--- src/nibble_playfair_cbc_cipher_defines.svh ---
// Assertion macros shared by the nibble Playfair CBC cipher RTL.
// Depends on nothing; expects clk and rst_n in the including scope.
`ifndef NIBBLE_PLAYFAIR_CBC_CIPHER_DEFINES_SVH
`define NIBBLE_PLAYFAIR_CBC_CIPHER_DEFINES_SVH

// Same-cycle implication, checked out of reset.
`define NPC_ASSERT_IMPL(label, ante, cons) \
  label: assert property (@(posedge clk) disable iff (!rst_n) (ante) |-> (cons)) \
    else $error("npc assertion failed");

// Next-cycle implication, checked out of reset.
`define NPC_ASSERT_NEXT(label, ante, cons) \
  label: assert property (@(posedge clk) disable iff (!rst_n) (ante) |=> (cons)) \
    else $error("npc assertion failed");

`endif

--- src/npc_pkg.sv ---
// Package for the nibble Playfair CBC cipher: types, constants, cipher functions.
// Used by every module of the block; depends on nothing.
package npc_pkg;

  localparam int NPC_BLOCK_BYTES = 4;
  localparam int NPC_POS_W       = $clog2(NPC_BLOCK_BYTES);
  localparam int NPC_QUEUE_DEPTH = 2;

  localparam logic [63:0] NPC_KEY_RESET = 64'hFEDC_BA98_7654_3210;
  localparam logic [31:0] NPC_IV_RESET  = 32'h6AA2_9EBE;

  typedef enum logic [1:0] {
    CFG_KEY_SQUARE  = 2'd0,
    CFG_DIRECTION   = 2'd1,
    CFG_CHAINING    = 2'd2,
    CFG_INIT_VECTOR = 2'd3
  } npc_cfg_idx_t;

  // One classified byte as it travels from front to back.
  typedef struct packed {
    logic [7:0]           data;
    logic                 last;
    logic                 chain_en;
    logic                 load_iv;
    logic [NPC_POS_W-1:0] pos;
  } npc_item_t;

  typedef struct packed {
    logic full;
    logic empty;
  } npc_q_stat_t;

  function automatic logic [3:0] key_entry(input logic [63:0] key, input logic [3:0] idx);
    return key[{idx, 2'b00} +: 4];
  endfunction

  // Lowest matching entry wins; a nibble found nowhere maps to entry 0.
  function automatic logic [3:0] locate(input logic [63:0] key, input logic [3:0] nib);
    logic [3:0] idx;
    idx = 4'd0;
    for (int i = 15; i >= 0; i--) begin
      if (key[4*i +: 4] == nib) begin
        idx = 4'(i);
      end
    end
    return idx;
  endfunction

  function automatic logic [7:0] playfair(input logic [63:0] key, input logic [7:0] din,
                                          input logic dec);
    logic [3:0] ak;
    logic [3:0] bk;
    logic [1:0] ar;
    logic [1:0] ac;
    logic [1:0] br;
    logic [1:0] bc;
    logic [1:0] step;
    logic [3:0] hi;
    logic [3:0] lo;
    ak   = locate(key, din[7:4]);
    bk   = locate(key, din[3:0]);
    ar   = ak[3:2];
    ac   = ak[1:0];
    br   = bk[3:2];
    bc   = bk[1:0];
    step = dec ? 2'd3 : 2'd1;
    if (ar == br) begin
      hi = key_entry(key, {ar, 2'(ac + step)});
      lo = key_entry(key, {br, 2'(bc + step)});
    end else if (ac == bc) begin
      hi = key_entry(key, {2'(ar + step), ac});
      lo = key_entry(key, {2'(br + step), bc});
    end else begin
      hi = key_entry(key, {ar, bc});
      lo = key_entry(key, {br, ac});
    end
    return {hi, lo};
  endfunction

endpackage

--- src/npc_front.sv ---
// Front end: accepts input bytes and tags each with its chain position.
// Depends on npc_pkg.
module npc_front (
  input  logic               clk,
  input  logic               rst_n,
  input  logic               chaining,
  input  logic               in_valid,
  output logic               in_ready,
  input  logic [7:0]         in_data_byte,
  input  logic               in_last_byte,
  input  npc_pkg::npc_q_stat_t q_stat,
  output logic               push,
  output npc_pkg::npc_item_t push_item,
  output logic               fresh
);
  import npc_pkg::*;

  logic [NPC_POS_W-1:0] pos_r, pos_nxt;
  logic                 fresh_r, fresh_nxt;
  logic [NPC_POS_W-1:0] cur_pos;

  assign in_ready = !q_stat.full;
  assign push     = in_valid && in_ready;
  assign fresh    = fresh_r;

  always_comb begin
    cur_pos             = fresh_r ? '0 : pos_r;
    push_item.data      = in_data_byte;
    push_item.last      = in_last_byte;
    push_item.chain_en  = chaining;
    push_item.load_iv   = fresh_r;
    push_item.pos       = cur_pos;
  end

  always_comb begin
    pos_nxt   = pos_r;
    fresh_nxt = fresh_r;
    if (push) begin
      if (chaining) begin
        pos_nxt   = NPC_POS_W'(cur_pos + 1'b1);
        fresh_nxt = 1'b0;
      end
      // a last byte restarts the chain
      if (in_last_byte) begin
        pos_nxt   = '0;
        fresh_nxt = 1'b1;
      end
    end
  end

  always_ff @(posedge clk) begin
    if (!rst_n) begin
      pos_r   <= '0;
      fresh_r <= 1'b1;
    end else begin
      pos_r   <= pos_nxt;
      fresh_r <= fresh_nxt;
    end
  end

endmodule

--- src/npc_queue.sv ---
// Small FIFO decoupling the front end from the cipher back end.
// Depends on npc_pkg; DEPTH must be 2 or more.
module npc_queue #(
  parameter int DEPTH = npc_pkg::NPC_QUEUE_DEPTH
) (
  input  logic                 clk,
  input  logic                 rst_n,
  input  logic                 push,
  input  npc_pkg::npc_item_t   push_item,
  input  logic                 pop,
  output npc_pkg::npc_item_t   head_item,
  output npc_pkg::npc_q_stat_t stat
);
  import npc_pkg::*;

  localparam int PTR_W = $clog2(DEPTH);
  localparam int CNT_W = $clog2(DEPTH + 1);

  npc_item_t        mem_r [DEPTH];
  logic [PTR_W-1:0] wr_ptr_r, wr_ptr_nxt;
  logic [PTR_W-1:0] rd_ptr_r, rd_ptr_nxt;
  logic [CNT_W-1:0] count_r, count_nxt;

  assign head_item  = mem_r[rd_ptr_r];
  assign stat.full  = (count_r == CNT_W'(DEPTH));
  assign stat.empty = (count_r == '0);

  always_comb begin
    wr_ptr_nxt = wr_ptr_r;
    rd_ptr_nxt = rd_ptr_r;
    count_nxt  = count_r;
    if (push) begin
      wr_ptr_nxt = (wr_ptr_r == PTR_W'(DEPTH - 1)) ? '0 : PTR_W'(wr_ptr_r + 1'b1);
    end
    if (pop) begin
      rd_ptr_nxt = (rd_ptr_r == PTR_W'(DEPTH - 1)) ? '0 : PTR_W'(rd_ptr_r + 1'b1);
    end
    if (push && !pop) begin
      count_nxt = CNT_W'(count_r + 1'b1);
    end else if (pop && !push) begin
      count_nxt = CNT_W'(count_r - 1'b1);
    end
  end

  always_ff @(posedge clk) begin
    if (push) begin
      mem_r[wr_ptr_r] <= push_item;
    end
  end

  always_ff @(posedge clk) begin
    if (!rst_n) begin
      wr_ptr_r <= '0;
      rd_ptr_r <= '0;
      count_r  <= '0;
    end else begin
      wr_ptr_r <= wr_ptr_nxt;
      rd_ptr_r <= rd_ptr_nxt;
      count_r  <= count_nxt;
    end
  end

endmodule

--- src/npc_back.sv ---
// Back end: chain XOR, Playfair substitution, chain update and output register.
// Depends on npc_pkg.
module npc_back (
  input  logic               clk,
  input  logic               rst_n,
  input  logic [63:0]        key_square,
  input  logic               direction,
  input  logic [31:0]        init_vector,
  input  logic               q_valid,
  input  npc_pkg::npc_item_t q_item,
  output logic               pop,
  output logic               out_valid,
  input  logic               out_ready,
  output logic [7:0]         out_result_byte,
  output logic               out_end_mark
);
  import npc_pkg::*;

  logic [31:0]          chain_r, chain_nxt;
  logic                 out_valid_r, out_valid_nxt;
  logic [7:0]           result_r;
  logic                 end_r;
  logic [31:0]          cb;
  logic [NPC_POS_W-1:0] sel;
  logic [7:0]           prev;
  logic [7:0]           res;

  assign pop             = q_valid && (!out_valid_r || out_ready);
  assign out_valid       = out_valid_r;
  assign out_result_byte = result_r;
  assign out_end_mark    = end_r;

  always_comb begin
    cb        = q_item.load_iv ? init_vector : chain_r;
    // first byte of a block sits in the top byte lane
    sel       = NPC_POS_W'(NPC_BLOCK_BYTES - 1) - q_item.pos;
    prev      = cb[{sel, 3'b000} +: 8];
    chain_nxt = chain_r;
    if (!q_item.chain_en) begin
      res = playfair(key_square, q_item.data, direction);
    end else if (direction) begin
      res = playfair(key_square, q_item.data, 1'b1) ^ prev;
    end else begin
      res = playfair(key_square, q_item.data ^ prev, 1'b0);
    end
    if (pop && q_item.chain_en) begin
      chain_nxt                  = cb;
      chain_nxt[{sel, 3'b000} +: 8] = direction ? q_item.data : res;
    end
  end

  always_comb begin
    out_valid_nxt = out_valid_r;
    if (pop) begin
      out_valid_nxt = 1'b1;
    end else if (out_ready) begin
      out_valid_nxt = 1'b0;
    end
  end

  always_ff @(posedge clk) begin
    if (pop) begin
      result_r <= res;
      end_r    <= q_item.last;
    end
  end

  always_ff @(posedge clk) begin
    if (!rst_n) begin
      chain_r     <= '0;
      out_valid_r <= 1'b0;
    end else begin
      chain_r     <= chain_nxt;
      out_valid_r <= out_valid_nxt;
    end
  end

endmodule

--- src/nibble_playfair_cbc_cipher.sv ---
// Top level of the nibble Playfair cipher with optional CBC chaining.
// Depends on npc_pkg, npc_front, npc_queue, npc_back and the defines header.
//
//   channel | direction | handshake            | payload
//   --------+-----------+----------------------+------------------------------
//   in      | input     | in_valid / in_ready  | in_data_byte, in_last_byte
//   out     | output    | out_valid / out_ready| out_result_byte, out_end_mark
//   cfg     | input     | cfg_we               | cfg_index, cfg_data
//
// One byte per cycle sustained while out_ready stays high; a byte is written to the
// queue at its transfer edge and ciphered into the output register when the back
// end pops it, which a stalled output can delay.
// Reset clears the queue, the chain state and the output valid; config
// registers return to their defaults. A stalled output holds its byte while
// the queue keeps taking bytes until it fills, then in_ready drops.
module nibble_playfair_cbc_cipher #(
  parameter int QUEUE_DEPTH = npc_pkg::NPC_QUEUE_DEPTH
) (
  input  logic        clk,
  input  logic        rst_n,
  input  logic        in_valid,
  output logic        in_ready,
  input  logic [7:0]  in_data_byte,
  input  logic        in_last_byte,
  output logic        out_valid,
  input  logic        out_ready,
  output logic [7:0]  out_result_byte,
  output logic        out_end_mark,
  input  logic        cfg_we,
  input  logic [1:0]  cfg_index,
  input  logic [63:0] cfg_data
);
  import npc_pkg::*;

`include "nibble_playfair_cbc_cipher_defines.svh"

  logic [63:0] key_r;
  logic        dir_r;
  logic        chain_r;
  logic [31:0] iv_r;

  npc_item_t   push_item;
  npc_item_t   head_item;
  npc_q_stat_t q_stat;
  logic        push;
  logic        pop;
  logic        fresh;

  always_ff @(posedge clk) begin
    if (!rst_n) begin
      key_r   <= NPC_KEY_RESET;
      dir_r   <= 1'b0;
      chain_r <= 1'b0;
      iv_r    <= NPC_IV_RESET;
    end else if (cfg_we) begin
      unique case (npc_cfg_idx_t'(cfg_index))
        CFG_KEY_SQUARE:  key_r   <= cfg_data;
        CFG_DIRECTION:   dir_r   <= cfg_data[0];
        CFG_CHAINING:    chain_r <= cfg_data[0];
        CFG_INIT_VECTOR: iv_r    <= cfg_data[31:0];
        default: ;
      endcase
    end
  end

  npc_front u_front (
    .clk          (clk),
    .rst_n        (rst_n),
    .chaining     (chain_r),
    .in_valid     (in_valid),
    .in_ready     (in_ready),
    .in_data_byte (in_data_byte),
    .in_last_byte (in_last_byte),
    .q_stat       (q_stat),
    .push         (push),
    .push_item    (push_item),
    .fresh        (fresh)
  );

  npc_queue #(
    .DEPTH (QUEUE_DEPTH)
  ) u_queue (
    .clk       (clk),
    .rst_n     (rst_n),
    .push      (push),
    .push_item (push_item),
    .pop       (pop),
    .head_item (head_item),
    .stat      (q_stat)
  );

  npc_back u_back (
    .clk             (clk),
    .rst_n           (rst_n),
    .key_square      (key_r),
    .direction       (dir_r),
    .init_vector     (iv_r),
    .q_valid         (!q_stat.empty),
    .q_item          (head_item),
    .pop             (pop),
    .out_valid       (out_valid),
    .out_ready       (out_ready),
    .out_result_byte (out_result_byte),
    .out_end_mark    (out_end_mark)
  );

  `NPC_ASSERT_NEXT(a_push_fills_queue, push, !q_stat.empty)
  `NPC_ASSERT_NEXT(a_pop_loads_output, pop, out_valid)
  `NPC_ASSERT_NEXT(a_last_marks_output, pop && head_item.last, out_valid && out_end_mark)
  `NPC_ASSERT_NEXT(a_last_restarts_chain, push && in_last_byte, fresh)

endmodule

--- config.mk ---
export PLATFORM = sky130hd
export DESIGN_NAME = nibble_playfair_cbc_cipher
export DESIGN_NICKNAME = d
export VERILOG_FILES = /design/src/npc_pkg.sv /design/src/npc_front.sv /design/src/npc_queue.sv /design/src/npc_back.sv /design/src/nibble_playfair_cbc_cipher.sv
export VERILOG_INCLUDE_DIRS = /design/src /design/src/src
export SDC_FILE = /design/constraint.sdc
export NUM_CORES = 1
export LEC_CHECK = 0
export BUFFER_PORTS_ARGS = -buffer_cell sky130_fd_sc_hd__buf_2
export CAP_MARGIN = 10
export CELL_PAD_IN_SITES_DETAIL_PLACEMENT = 0
export CELL_PAD_IN_SITES_GLOBAL_PLACEMENT = 2
export CORE_ASPECT_RATIO = 2
export CORE_MARGIN = 5
export CORE_UTILIZATION = 40
export CTS_CLUSTER_DIAMETER = 50
export DETAILED_ROUTE_END_ITERATION = 10
export PLACE_DENSITY = 0.95
export SETUP_SLACK_MARGIN = 0.05
export SLEW_MARGIN = 20
export SYNTH_ARGS = -nofsm -noshare
export SYNTH_HDL_FRONTEND = slang
export SYNTH_SLANG_ARGS = --single-unit
--- constraint.sdc ---
create_clock -name clk -period 6.4 [get_ports clk]
set_input_delay 0.32 -clock clk [delete_from_list [all_inputs] [get_ports clk]]
set_output_delay 0.32 -clock clk [all_outputs]
set_load 0.03 [all_outputs]
==> flow_summary_export.csv <==
group,metric,value,unit
outcome,outcome,"finished, final reports clean",
sta,worst_slew_pin_slew,1.11,ns
detailed_routing,via_per_inst,6.66,
sta,hold_viol,0,
cts,cts_buffers,17,
synth,synth_top_cell_area_share,0.162,
floorplanning,dieArea,47300,sq um
cells_and_area,instances_no_fill,2589,
cells_and_area,area_growth,14.6,%
critical_path,r2r_setup_slack,0.17,ns
sta,rsz0062_at_grt,"no",
global_routing,antenna_found_initial,2,
critical_path,arrival,6.49,ns
cts,cts_hold_buf,0,
cts,clock_path_buffers,2,
cells_and_area,fin_nets,2114,
cts,cts_tree,"done",
floorplanning,pin_count,91,
sta,min_period_over_period,0.973,
cts,cts_root_buffer,"clkbuf_16",
detailed_routing,drcViolationCount,0,
sta,slew_viol_final,0,
synth,ys_ff_latch,174,
synth,netlist_top_cells_area,"dfxtp_1 (16%), mux2i_1 (12%), xnor2_1 (11%), edfxtp_1 (6.1%), nand2_1 (4.6%)",
synth,ys_seq_area_frac,0.224,
synth,yosys_warnings,0,
detailed_routing,wire_per_inst,32.5,um
global_routing,grt_pass1_wl,119000,um
place,port_buffers,90,
synth,syn_inst,1947,
synth,syn_avg_cell_area,8.80,sq um
min_path,holdCritPathClass,"in2reg",
floorplanning,initial_core_util,0.404,
synth,synth_area,17100,sq um
sta,fmax,161,MHz
detailed_routing,drt_iter0_markers,1755,
job,timing.max_cap.violations,0,
place,dp_hpwl,59300,um
cts,cts_sinks,174,
critical_path,critPathLaunchType,"register",
synth,synth_cell_type_count,88,
floorplanning,core_area,42400,sq um
place,dpl.cell_count,2531,
synth,syn_nets,2032,
critical_path,crit_fanout,33,
detailed_routing,firstDrtPassIters,6,
place,gp_congestion,1.25,
global_routing,grt_use_total,0.352,
synth,yosysTopAreaCell,"dfxtp_1",
floorplanning,die_width,156,um
critical_path,worstPathRequired,6.67,ns
critical_path,cp_slowest_cell,"o21ai_1",
sta,slew_headroom,0.257,
sta,skew,0.0210,ns
floorplanning,rows,107,
critical_path,worstPathCellList,"buf_4, mux2i_4, buf_4, xnor2_1, nor4_1, nor2b_1, o21ai_0, nand2_1, a211o_1, a211oi_4, buf_12, mux2i_1, mux2i_1, o22ai_1, o21ai_1, o211ai_1, o21ai_0, xnor2_1, a211oi_1",
cells_and_area,drive_above_1_share,0.218,
global_routing,overflow,0,
detailed_routing,vias,17200,
detailed_routing,antenna_left,0,
sta,setup_viol,0,
global_routing,grt_max_degree,97,
sta,setup_tns,0,ns
critical_path,worstSetupEndpointType,"register",
floorplanning,chipHeight,303,um
critical_path,cp_slowest_stage_delay,0.74,ns
synth,synth_edf_count,35,
cts,path_clk_slew,0.08,ns
cts,clk_latency,0.47,ns
critical_path,worstSetupPathType,"reg2reg",
synth,synthArstFlopShare,0,
global_routing,grt_pass1_vias,17000,
cts,htreeDepth,4,
sta,min_period,6.23,ns
synth,ys.flop_type,"dfxtp_1",
detailed_routing,wl,84300,um
layer usage:
metal	track usage	vias to the layer above	share of wire
met5	0	-	0.00019
met4	0.311	2	0.12
met3	0.107	523	0.10
met2	0.585	1168	0.47
met1	0.348	8217	0.31
li1	-	7320	-
worst max-delay path: cells and delay by family (launching register included):
kind | cells | cell delay (ns)
multiplexers | 3 | 1.24
XOR/XNOR | 2 | 0.19
flip-flops | 1 | 0.46
AO/OA/AOI/OAI | 8 | 2.42
AND/OR/NAND/NOR | 3 | 0.71
buffers and inverters | 3 | 0.92
cells in the mapped netlist (all sizes together), types with 11 or more instances:
cell type and count:
nor2b 12, nor4 75, mux2i 200, xnor3 24
mux4 30, a211oi 106, buf 74, nand4 11
a21boi 48, a21oi 42, o221ai 21, nand3 40
xnor2 206, a221oi 13, o211ai 62, mux2 32
inv 52, xor2 52, o22ai 27, nand2 212
nor2 43, nand2b 15, o21a 21, dfxtp 139
edfxtp 35, and4 12, o21ai 82, clkbuf 129
registers in the layout, indices dropped and copies added (netlist names), 2 cells and up, named ones only:
| signal | flops |
|---|---|
| u_back.out_result_byte | 8 |
| u_queue.count_r | 2 |
| u_back.chain_r | 32 |
| u_queue.mem_r | 26 |
| u_front.pos_r | 2 |
| iv_r | 32 |
| key_r | 64 |
path summary, 6_finish.rpt:
| kind | start | endpoint | depth (start not counted) |
|---|---|---|---|
| worst min-delay path | in_data_byte[3] | u_queue.mem_r[1][8] | 1 |
| worst min register to register | key_r[56] | key_r[56] | 2 |
| worst max register to register | register | u_back.out_result_byte[7] | 19 |
| worst max-delay path | register | u_back.out_result_byte[7] | 19 |
layout by cell type (no fill, tap or decap), drive strengths merged, types with 6 or more instances in the layout:
cell | Yosys | final
o31a | 6 | 6
xnor3 | 24 | 24
buf | 74 | 265
edfxtp | 35 | 35
nor3 | 10 | 10
or2 | 7 | 7
a211oi | 106 | 106
a22oi | 7 | 7
mux2 | 32 | 32
a221oi | 13 | 13
xor2 | 52 | 52
dfxtp | 139 | 139
o221ai | 21 | 21
nand2b | 15 | 15
clkbuf | 129 | 20
mux4 | 30 | 30
o22ai | 27 | 27
a21o | 9 | 9
or4 | 7 | 7
and3 | 6 | 6
o211ai | 62 | 62
xnor2 | 206 | 206
and2 | 10 | 10
and4 | 12 | 12
o21a | 21 | 21
nand2 | 212 | 212
a21boi | 48 | 48
nor4 | 75 | 75
nand3 | 40 | 40
nor2b | 12 | 12
inv | 52 | 59
o21bai | 10 | 10
nor2 | 43 | 43
a21oi | 42 | 42
o21ai | 82 | 82
a22o | 8 | 8
nand4 | 11 | 11
mux2i | 200 | 200
metrics by stage:
| stage | hold WS [ns] | setup slack, ns | cell area (sq um) | utilization |
|---|---|---|---|---|
| after floorplan | 0.419 | 1.16 | 17100 | - |
| after global placement | 0.455 | 0.157 | 18700 | 0.441 |
| after detailed placement | 0.461 | 0.149 | 18700 | 0.441 |
| after CTS | 0.0368 | 0.144 | 19300 | 0.455 |
| after global routing | 0.0362 | 0.0434 | 19600 | 0.462 |
| final | 0.0425 | 0.173 | 19600 | 0.462 |
cell type report:
type	count	area, sq um
clock buffer	19	433
inverter	52	195
sequential	174	3830
fill	4067	22800
timing repair buffer	266	1940
tap	545	682
antenna	2	5.00
multi-input combinational	1518	12400
clock inverter	13	146
cells by family (layout without fill, tap and decap cells):
family,count (synthesis),after routing,synth area share
AO/OA/AOI/OAI,494,494,0.216
flip-flops,174,174,0.224
adder cells (fa/ha/maj),5,5,0.00365
other,0,2,0
XOR/XNOR,282,282,0.164
buffers and inverters,255,350,0.0668
AND/OR/NAND/NOR,475,475,0.146
multiplexers,262,262,0.180
what timing repair did:
item / CTS / global route
endpoints found under the hold margin: 0 / 0
endpoints found under the setup margin: 0 / 40
buffers inserted: 0 / 23
gates resized for setup: 0 / 16
Power is not shown: default switching activity piles up to over one toggle a cycle in this logic, so the estimate is an artifact.
